$ cat config.mk
export PLATFORM = sky130hd
export DESIGN_NAME = telemetry_frame_parser_unit
export DESIGN_NICKNAME = d
export VERILOG_FILES = /design/src/sv/tfp_pkg.sv /design/src/sv/tfp_in_reg.sv /design/src/sv/tfp_parser.sv /design/src/sv/tfp_out_reg.sv /design/src/sv/telemetry_frame_parser_unit.sv
export VERILOG_INCLUDE_DIRS = /design/src /design/src/sv
export SDC_FILE = /design/constraint.sdc
export NUM_CORES = 1
export LEC_CHECK = 0
export BUFFER_PORTS_ARGS = -buffer_cell sky130_fd_sc_hd__buf_2
export CORE_AREA = 2 2 169 171
export CTS_BUF_LIST = sky130_fd_sc_hd__clkbuf_8 sky130_fd_sc_hd__clkbuf_16
export DETAILED_ROUTE_END_ITERATION = 12
export DIE_AREA = 0 0 171 173
export HOLD_SLACK_MARGIN = 0.12
export PLACE_DENSITY_LB_ADDON = 0.25
export SYNTH_ARGS = -nofsm -noshare
export SYNTH_HDL_FRONTEND = slang
export SYNTH_SLANG_ARGS = --single-unit
$ cat constraint.sdc
create_clock -name clk_i -period 6.55 [get_ports clk_i]
set_input_delay 0.3275 -clock clk_i [delete_from_list [all_inputs] [get_ports clk_i]]
set_output_delay 0.3275 -clock clk_i [all_outputs]
set_load 0.02 [all_outputs]
$ cat src/sv/telemetry_frame_parser_unit_macros.svh
// assertion macros of the telemetry frame parser, used by tfp_parser
`ifndef TELEMETRY_FRAME_PARSER_UNIT_MACROS_SVH
`define TELEMETRY_FRAME_PARSER_UNIT_MACROS_SVH

// property must hold at every clock edge out of reset
`define TFP_ASSERT(lbl, prop, msg) \
  lbl: assert property (@(posedge clk_i) disable iff (!rst_ni) (prop)) else $error(msg);

// condition must never be seen out of reset
`define TFP_ASSERT_NEVER(lbl, cond, msg) \
  lbl: assert property (@(posedge clk_i) disable iff (!rst_ni) !(cond)) else $error(msg);

`endif

$ cat src/sv/tfp_pkg.sv
// types and constants of the telemetry frame parser
`timescale 1ns / 1ps

package tfp_pkg;

  localparam int unsigned ByteW = 8;
  localparam int unsigned CntW  = 16;

  localparam logic [ByteW-1:0] OverheadBytes = 8'd6;
  localparam logic [ByteW-1:0] StartByteRst  = 8'd153;

  localparam int unsigned InDataW  = 8;
  localparam int unsigned InUserW  = 1;
  localparam int unsigned OutDataW = 80;
  localparam int unsigned OutUserW = 3;

  typedef enum logic [2:0] {
    ST_WAIT    = 3'd0,
    ST_LEN     = 3'd1,
    ST_ACID    = 3'd2,
    ST_MSGID   = 3'd3,
    ST_PAYLOAD = 3'd4,
    ST_CK1     = 3'd5,
    ST_CK2     = 3'd6
  } parse_state_e;

  typedef enum logic [2:0] {
    EV_NONE   = 3'd0,
    EV_BYTE   = 3'd1,
    EV_GOOD   = 3'd2,
    EV_CKERR  = 3'd3,
    EV_OVRN   = 3'd4,
    EV_BADLEN = 3'd5
  } event_e;

  typedef struct packed {
    logic             action;
    logic [ByteW-1:0] rx_byte;
  } item_t;

  typedef struct packed {
    event_e           event_res;
    logic [ByteW-1:0] payload_byte;
    logic [ByteW-1:0] payload_index;
    logic [ByteW-1:0] aircraft_id;
    logic [ByteW-1:0] message_id;
    logic [ByteW-1:0] payload_length;
    logic             pending;
    logic [CntW-1:0]  error_total;
    logic [CntW-1:0]  overrun_total;
  } result_t;

endpackage

$ cat src/sv/tfp_in_reg.sv
// input register stage of the telemetry frame parser
`timescale 1ns / 1ps

module tfp_in_reg import tfp_pkg::*; (
  input  logic  clk_i,
  input  logic  rst_ni,
  input  logic  in_valid_i,
  output logic  in_ready_o,
  input  item_t in_item_i,
  input  logic  out_ready_i,
  output logic  fire_o,
  output item_t item_o
);

  logic  vld_q, vld_d;
  item_t item_q;
  logic  accept;

  assign fire_o     = vld_q && out_ready_i;
  assign in_ready_o = !vld_q || out_ready_i;
  assign accept     = in_valid_i && in_ready_o;
  assign item_o     = item_q;

  always_comb begin
    vld_d = vld_q;
    if (accept) begin
      vld_d = 1'b1;
    end else if (fire_o) begin
      vld_d = 1'b0;
    end
  end

  always_ff @(posedge clk_i or negedge rst_ni) begin
    if (!rst_ni) begin
      vld_q <= 1'b0;
    end else begin
      vld_q <= vld_d;
    end
  end

  always_ff @(posedge clk_i) begin
    if (accept) begin
      item_q <= in_item_i;
    end
  end

endmodule

$ cat src/sv/tfp_parser.sv
// frame parser state, checksum sums, counters and per-item result logic
`timescale 1ns / 1ps
`include "telemetry_frame_parser_unit_macros.svh"

module tfp_parser import tfp_pkg::*; (
  input  logic             clk_i,
  input  logic             rst_ni,
  input  logic             cfg_we_i,
  input  logic [ByteW-1:0] cfg_wdata_i,
  input  logic             fire_i,
  input  item_t            item_i,
  output result_t          res_o
);

  parse_state_e     state_q, state_d;
  logic [ByteW-1:0] start_q;
  logic [ByteW-1:0] sum1_q, sum1_d, sum2_q, sum2_d;
  logic [ByteW-1:0] len_q, len_d, count_q, count_d;
  logic [ByteW-1:0] acid_q, acid_d, msgid_q, msgid_d;
  logic             pending_q, pending_d;
  logic [CntW-1:0]  err_q, err_d, ovr_q, ovr_d;
  logic [ByteW-1:0] sum1_add, sum2_add, count_inc;
  logic [ByteW-1:0] rx;
  logic             err_inc, ovr_inc;
  event_e           ev;
  logic [ByteW-1:0] pb, pi;

  function automatic logic [CntW-1:0] sat_inc(input logic [CntW-1:0] v);
    sat_inc = (v == {CntW{1'b1}}) ? v : v + 1'b1;
  endfunction

  assign rx        = item_i.rx_byte;
  assign sum1_add  = sum1_q + rx;
  assign sum2_add  = sum2_q + sum1_add;
  assign count_inc = count_q + 1'b1;

  // next state
  always_comb begin
    state_d   = state_q;
    sum1_d    = sum1_q;
    sum2_d    = sum2_q;
    len_d     = len_q;
    count_d   = count_q;
    acid_d    = acid_q;
    msgid_d   = msgid_q;
    pending_d = pending_q;
    err_inc   = 1'b0;
    ovr_inc   = 1'b0;
    if (fire_i) begin
      if (item_i.action) begin
        pending_d = 1'b0;
      end else begin
        case (state_q)
          ST_LEN: begin
            if (pending_q) begin
              ovr_inc = 1'b1;
              err_inc = 1'b1;
              state_d = ST_WAIT;
            end else if (rx < OverheadBytes) begin
              err_inc = 1'b1;
              state_d = ST_WAIT;
            end else begin
              len_d   = rx - OverheadBytes;
              count_d = '0;
              sum1_d  = sum1_add;
              sum2_d  = sum2_add;
              state_d = ST_ACID;
            end
          end
          ST_ACID: begin
            acid_d  = rx;
            sum1_d  = sum1_add;
            sum2_d  = sum2_add;
            state_d = ST_MSGID;
          end
          ST_MSGID: begin
            msgid_d = rx;
            sum1_d  = sum1_add;
            sum2_d  = sum2_add;
            state_d = (len_q == '0) ? ST_CK1 : ST_PAYLOAD;
          end
          ST_PAYLOAD: begin
            count_d = count_inc;
            sum1_d  = sum1_add;
            sum2_d  = sum2_add;
            if (count_inc == len_q) begin
              state_d = ST_CK1;
            end
          end
          ST_CK1: begin
            if (rx != sum1_q) begin
              err_inc = 1'b1;
              state_d = ST_WAIT;
            end else begin
              state_d = ST_CK2;
            end
          end
          ST_CK2: begin
            if (rx != sum2_q) begin
              err_inc = 1'b1;
            end else begin
              pending_d = 1'b1;
            end
            state_d = ST_WAIT;
          end
          default: begin
            state_d = ST_WAIT;
            if (rx == start_q) begin
              sum1_d  = start_q;
              sum2_d  = start_q;
              state_d = ST_LEN;
            end
          end
        endcase
      end
    end
    err_d = err_inc ? sat_inc(err_q) : err_q;
    ovr_d = ovr_inc ? sat_inc(ovr_q) : ovr_q;
  end

  // per-item outputs
  always_comb begin
    ev = EV_NONE;
    pb = '0;
    pi = '0;
    if (!item_i.action) begin
      case (state_q)
        ST_LEN: begin
          if (pending_q) begin
            ev = EV_OVRN;
          end else if (rx < OverheadBytes) begin
            ev = EV_BADLEN;
          end
        end
        ST_PAYLOAD: begin
          ev = EV_BYTE;
          pb = rx;
          pi = count_q;
        end
        ST_CK1: begin
          if (rx != sum1_q) begin
            ev = EV_CKERR;
          end
        end
        ST_CK2: begin
          ev = (rx != sum2_q) ? EV_CKERR : EV_GOOD;
        end
        default: begin
          ev = EV_NONE;
        end
      endcase
    end
    res_o.event_res      = ev;
    res_o.payload_byte   = pb;
    res_o.payload_index  = pi;
    res_o.aircraft_id    = acid_d;
    res_o.message_id     = msgid_d;
    res_o.payload_length = len_d;
    res_o.pending        = pending_d;
    res_o.error_total    = err_d;
    res_o.overrun_total  = ovr_d;
  end

  always_ff @(posedge clk_i or negedge rst_ni) begin
    if (!rst_ni) begin
      state_q   <= ST_WAIT;
      start_q   <= StartByteRst;
      sum1_q    <= '0;
      sum2_q    <= '0;
      len_q     <= '0;
      count_q   <= '0;
      acid_q    <= '0;
      msgid_q   <= '0;
      pending_q <= 1'b0;
      err_q     <= '0;
      ovr_q     <= '0;
    end else begin
      state_q   <= state_d;
      sum1_q    <= sum1_d;
      sum2_q    <= sum2_d;
      len_q     <= len_d;
      count_q   <= count_d;
      acid_q    <= acid_d;
      msgid_q   <= msgid_d;
      pending_q <= pending_d;
      err_q     <= err_d;
      ovr_q     <= ovr_d;
      if (cfg_we_i) begin
        start_q <= cfg_wdata_i;
      end
    end
  end

  `TFP_ASSERT(a_good_sets_pending, fire_i && (ev == EV_GOOD) |=> pending_q, "good frame did not set pending")
  `TFP_ASSERT(a_err_monotonic, 1'b1 |-> (err_q >= $past(err_q)), "error count went down")
  `TFP_ASSERT_NEVER(a_ovr_le_err, ovr_q > err_q, "overrun count above error count")
  `TFP_ASSERT(a_wait_needs_start, fire_i && (state_q == ST_WAIT) && (rx != start_q) |=> state_q == ST_WAIT, "left wait without start byte")

endmodule

$ cat src/sv/tfp_out_reg.sv
// result register stage of the telemetry frame parser
`timescale 1ns / 1ps

module tfp_out_reg import tfp_pkg::*; (
  input  logic    clk_i,
  input  logic    rst_ni,
  input  logic    fire_i,
  input  result_t res_i,
  output logic    out_ready_o,
  output logic    out_valid_o,
  input  logic    out_taken_i,
  output result_t res_o
);

  logic    vld_q, vld_d;
  result_t res_q;

  assign out_ready_o = !vld_q || out_taken_i;
  assign out_valid_o = vld_q;
  assign res_o       = res_q;

  always_comb begin
    vld_d = vld_q;
    if (fire_i) begin
      vld_d = 1'b1;
    end else if (out_taken_i) begin
      vld_d = 1'b0;
    end
  end

  always_ff @(posedge clk_i or negedge rst_ni) begin
    if (!rst_ni) begin
      vld_q <= 1'b0;
    end else begin
      vld_q <= vld_d;
    end
  end

  always_ff @(posedge clk_i) begin
    if (fire_i) begin
      res_q <= res_i;
    end
  end

endmodule

$ cat src/sv/telemetry_frame_parser_unit.sv
// top level of the telemetry frame parser
`timescale 1ns / 1ps

// Deframes a byte stream of frames (start byte, total length, aircraft id,
// message id, payload, two Fletcher-style check bytes) and gives one result
// item for every input item: a payload byte with its index, frame good,
// checksum error, overrun, bad length, or none, along with the current frame
// fields, the pending flag and the saturating error counters. One item is
// taken every clock cycle while m_axis_tready accepts results: an input
// register feeds the parser logic, whose result lands in an output register,
// so s_axis_tready stays high while that output register is empty or being
// drained. The start byte register may be written only while the block idles.
module telemetry_frame_parser_unit import tfp_pkg::*; (
  input  logic                clk_i,
  input  logic                rst_ni,
  input  logic                cfg_we_i,
  input  logic [ByteW-1:0]    cfg_wdata_i,
  input  logic                s_axis_tvalid,
  output logic                s_axis_tready,
  input  logic [InDataW-1:0]  s_axis_tdata,   // rx_byte
  input  logic [InUserW-1:0]  s_axis_tuser,   // action
  output logic                m_axis_tvalid,
  input  logic                m_axis_tready,
  // payload_byte, payload_index, aircraft_id, message_id, payload_length,
  // pending, error_total, overrun_total, zero fill
  output logic [OutDataW-1:0] m_axis_tdata,
  output logic [OutUserW-1:0] m_axis_tuser    // event_res
);

  item_t   in_item, item;
  result_t res, res_q;
  logic    fire, out_ready;

  assign in_item.action  = s_axis_tuser[0];
  assign in_item.rx_byte = s_axis_tdata[ByteW-1:0];

  tfp_in_reg u_in_reg (
    .clk_i       (clk_i),
    .rst_ni      (rst_ni),
    .in_valid_i  (s_axis_tvalid),
    .in_ready_o  (s_axis_tready),
    .in_item_i   (in_item),
    .out_ready_i (out_ready),
    .fire_o      (fire),
    .item_o      (item)
  );

  tfp_parser u_parser (
    .clk_i       (clk_i),
    .rst_ni      (rst_ni),
    .cfg_we_i    (cfg_we_i),
    .cfg_wdata_i (cfg_wdata_i),
    .fire_i      (fire),
    .item_i      (item),
    .res_o       (res)
  );

  tfp_out_reg u_out_reg (
    .clk_i       (clk_i),
    .rst_ni      (rst_ni),
    .fire_i      (fire),
    .res_i       (res),
    .out_ready_o (out_ready),
    .out_valid_o (m_axis_tvalid),
    .out_taken_i (m_axis_tready),
    .res_o       (res_q)
  );

  assign m_axis_tuser = res_q.event_res;
  assign m_axis_tdata = {7'd0,
                         res_q.overrun_total,
                         res_q.error_total,
                         res_q.pending,
                         res_q.payload_length,
                         res_q.message_id,
                         res_q.aircraft_id,
                         res_q.payload_index,
                         res_q.payload_byte};

endmodule
==> summary.txt <==
PnR worst setup slack - 3000 ps
Biggest area consumer among synthesized cells - edfxtp_1
Gr ovfl total - 0
P&R area growth vs syn - 18.3%
CP max stage cell - edfxtp_1
Largest family of logic cells by synthesized area - simple AND/OR/NAND/NOR gates
DR WL/cell - 15.9 um
Mux cell area share after synthesis - 5.59%
Fill count - 2761
Htree depth - 4
Comb power frac - 34.9%
Diodes inserted - 0
Most frequent cell after synthesis - dfrtp_1
Final period utilization - 54.2%
Chip Width - 171 um
Clk Latency, worst-skew pair - 430 ps
Vias in the first global route - 5205
Clock Path Buffers - 2
Fin crit period - 3550 ps
Sw frac - 36.0%
CTS tree - done
Crit end category - register
GRT busiest layer - met2
CTS sink count - 179
Mapped cell area - 8210 um^2
# resized after CTS - 0
Initial Util - 29.7%
Final non-filler cell total - 1155
Rel. slew slack - 29.8%
Clock skew - 12.9 ps
Xor/xnor share of the synthesized area - 6.83%
CTS Root Cell - clkbuf_16
Clock-pin slew of the registers on the worst-case setup and hold paths - 70 ps
Cell variety after synth - 59
Synth Flop Type - dfrtp_1
DRC violations left - 0
Simple-Gate Fraction of Synth Area - 14.2%
WS Path Type - register to register
DR iter-0 viols - 318
Tightest Pin Transition - 1050 ps
P_sw - 1.37 mW
M3 GR Usage - 2.63%
Worst R2R Path Depth - 11
Worst-path fanout max - 7
Die Ht - 173 um
Number of enable flip-flop cells after synthesis - 85
Postcts setup bufs - 0
YS warnings - 0
Gp weighted congestion - 0.789
Design area - 9710 um^2
Placed Instances - 1109
Fraction of layout instances using a drive strength above 1 - 24.5%
Core ar. - 27600 um^2
CP startpoint kind - register
Final HPWL DP - 13100 um
Largest net degree at the start of global routing - 54
Unrepaired setup endpoints after global routing - false
Cells after Synth - 656
Kind of cell adding the most delay to the critical path - compound AO/OA/AOI/OAI gates
TritonRoute pass-1 iters - 4
Synth Register Bits - 179
Highest clock rate - 282 MHz
Most common cell on crit path - ha_1
Design internal power - 2.44 mW
Number of maximum-capacitance violations - 0
Share of the synthesized area in the top cell type - 31.1%
Clock share of power - 24.0%
Post-route ant nets - 0
First-pass GRT wire length - 29100 um
CTS hold repair buffers - 14
Syn avg cell area - 12.5 um^2
DP Area - 9050 um^2
M1 GR Usage - 17.5%
Nets@finish - 807
Register area share after synthesis - 59.8%
Hold depth - 2
Critical path buffers and inverters - 0
Routed wire length - 18300 um
Setup TNS - 0 ps
Reg power frac - 41.1%
Met2 Resource Use GR - 20.5%
Slew Limit Fails - 0
All-Layer GR Usage - 12.8%
CP cell instances - ha_1, fa_1, a21o_1, a21oi_1, xnor2_1, ha_1, o21a_1, a2111o_1, and4_1, or2_2, o311a_1
Final Hold Fails - 0
Ranking of synthesized cells by area - edfxtp_1 (31%), dfrtp_1 (27%), mux2_2 (5.4%)
Status - completed
Initial antenna violation count - 0
Ports - 107
Vias - 5218
Place WS - 3030 ps
Hold crit path type - primary input to register
Worst stage delay on the critical path - 510 ps
Synth top cells by count - dfrtp_1 (90), edfxtp_1 (85), nand2_1 (45), nor2_1 (41)
Power density cells - 392 nW/um^2
CP Depth - 11
Post-Synth Adder-Cell Area - 3.38%
Synth async-reset ratio - 52.5%
Maximum VDD drop - 174 uV
Final Util - 35.1%
TritonCTS Buffers - 17
Synth Area in Compound Gates - 7.18%
Port bufs - 99
Die area - 29600 um^2
Leak - 4.04 nW
Routed vias/inst - 4.52
CP arrival - 3850 ps
Row cnt - 61
Final setup violation count - 0
Critical Path RT - 6850 ps
[area by class of cell]
| type | count | area (um^2) | area share [%] |
|---|---|---|---|
| clock buffer | 17 | 425 | 4.38 |
| clock inverter | 15 | 95.1 | 0.980 |
| inverter | 11 | 41.3 | 0.425 |
| multi-input combinational | 438 | 3100 | 31.9 |
| sequential | 179 | 4910 | 50.6 |
| tap | 378 | 473 | 4.87 |
| timing repair buffer | 117 | 668 | 6.88 |
[worst paths after layout]
check | startpoint | end | slack (ps)
setup / recovery | u_in_reg.item_o[0] | u_parser.sum2_q[7] | 3000
hold / removal | cfg_wdata_i[4] | u_parser.start_q[4] | 140
setup reg to reg | u_in_reg.item_o[0] | u_parser.sum2_q[7] | 3000
hold reg to reg | u_parser.msgid_q[5] | u_parser.msgid_q[5] | 490
max in group asynchronous | rst_ni | u_parser.sum1_q[6] | 4970
min in group asynchronous | rst_ni | u_parser.ovr_q[5] | 500
[cell families after synthesis]
logic type               Yosys count
AND/OR/NAND/NOR                  217
flip-flops                       179
AO/OA/AOI/OAI                     88
XOR/XNOR                          64
buffers and inverters             45
multiplexers                      41
adder cells (fa/ha/maj)           21
other                              1
[routing by layer]
metal / up-vias / share of wire, %
li1: 2582 / -
met1: 2519 / 48
met2: 99 / 48
met3: 18 / 3.0
met4: 0 / 1.3
met5: - / 0
[sequential cells by signal (all words and copies together) (netlist names)]
name and count:
u_parser.sum2_q 8, u_parser.state_q 3, u_parser.ovr_q 16, u_parser.len_q 8, u_parser.count_q 8, u_out_reg.out_valid_o 1
u_parser.err_q 16, u_out_reg.res_o 76, u_parser.acid_q 8, u_in_reg.item_o 9, u_parser.start_q 8, u_parser.pending_q 1
u_parser.sum1_q 8, u_parser.msgid_q 8, u_in_reg.vld_q 1
[power by group through the flow]
stage / Combinational [mW] / Sequential [mW] / Clock, mW
3_5_place_dp: 1.32 / 1.59 / 0
3_3_place_gp: 1.32 / 1.59 / 0
4_1_cts: 1.34 / 1.56 / 0.946
5_1_grt: 1.49 / 1.59 / 0.984
2_1_floorplan: 0.962 / 1.60 / 0
6_report: 1.33 / 1.56 / 0.915
[cell usage in the layout, fill, tap and decap left out, types with 24 or more instances in the layout]
| cell type | n |
|---|---|
| buf_2 | 98 |
| xor2_1 | 25 |
| nand3_1 | 28 |
| mux2_2 | 39 |
| xnor2_1 | 39 |
| and2_1 | 24 |
| dfrtp_1 | 90 |
| nor2_1 | 40 |
| nand2_1 | 45 |
| edfxtp_1 | 85 |
[stage by stage]
step,hold WS (ps),total power [mW]
after floorplan,31.9,2.56
after global placement,439,2.91
after detailed placement,437,2.91
after CTS,121,3.85
after global routing,128,4.07
final,141,3.81
Power figures use the tool's default switching activity.
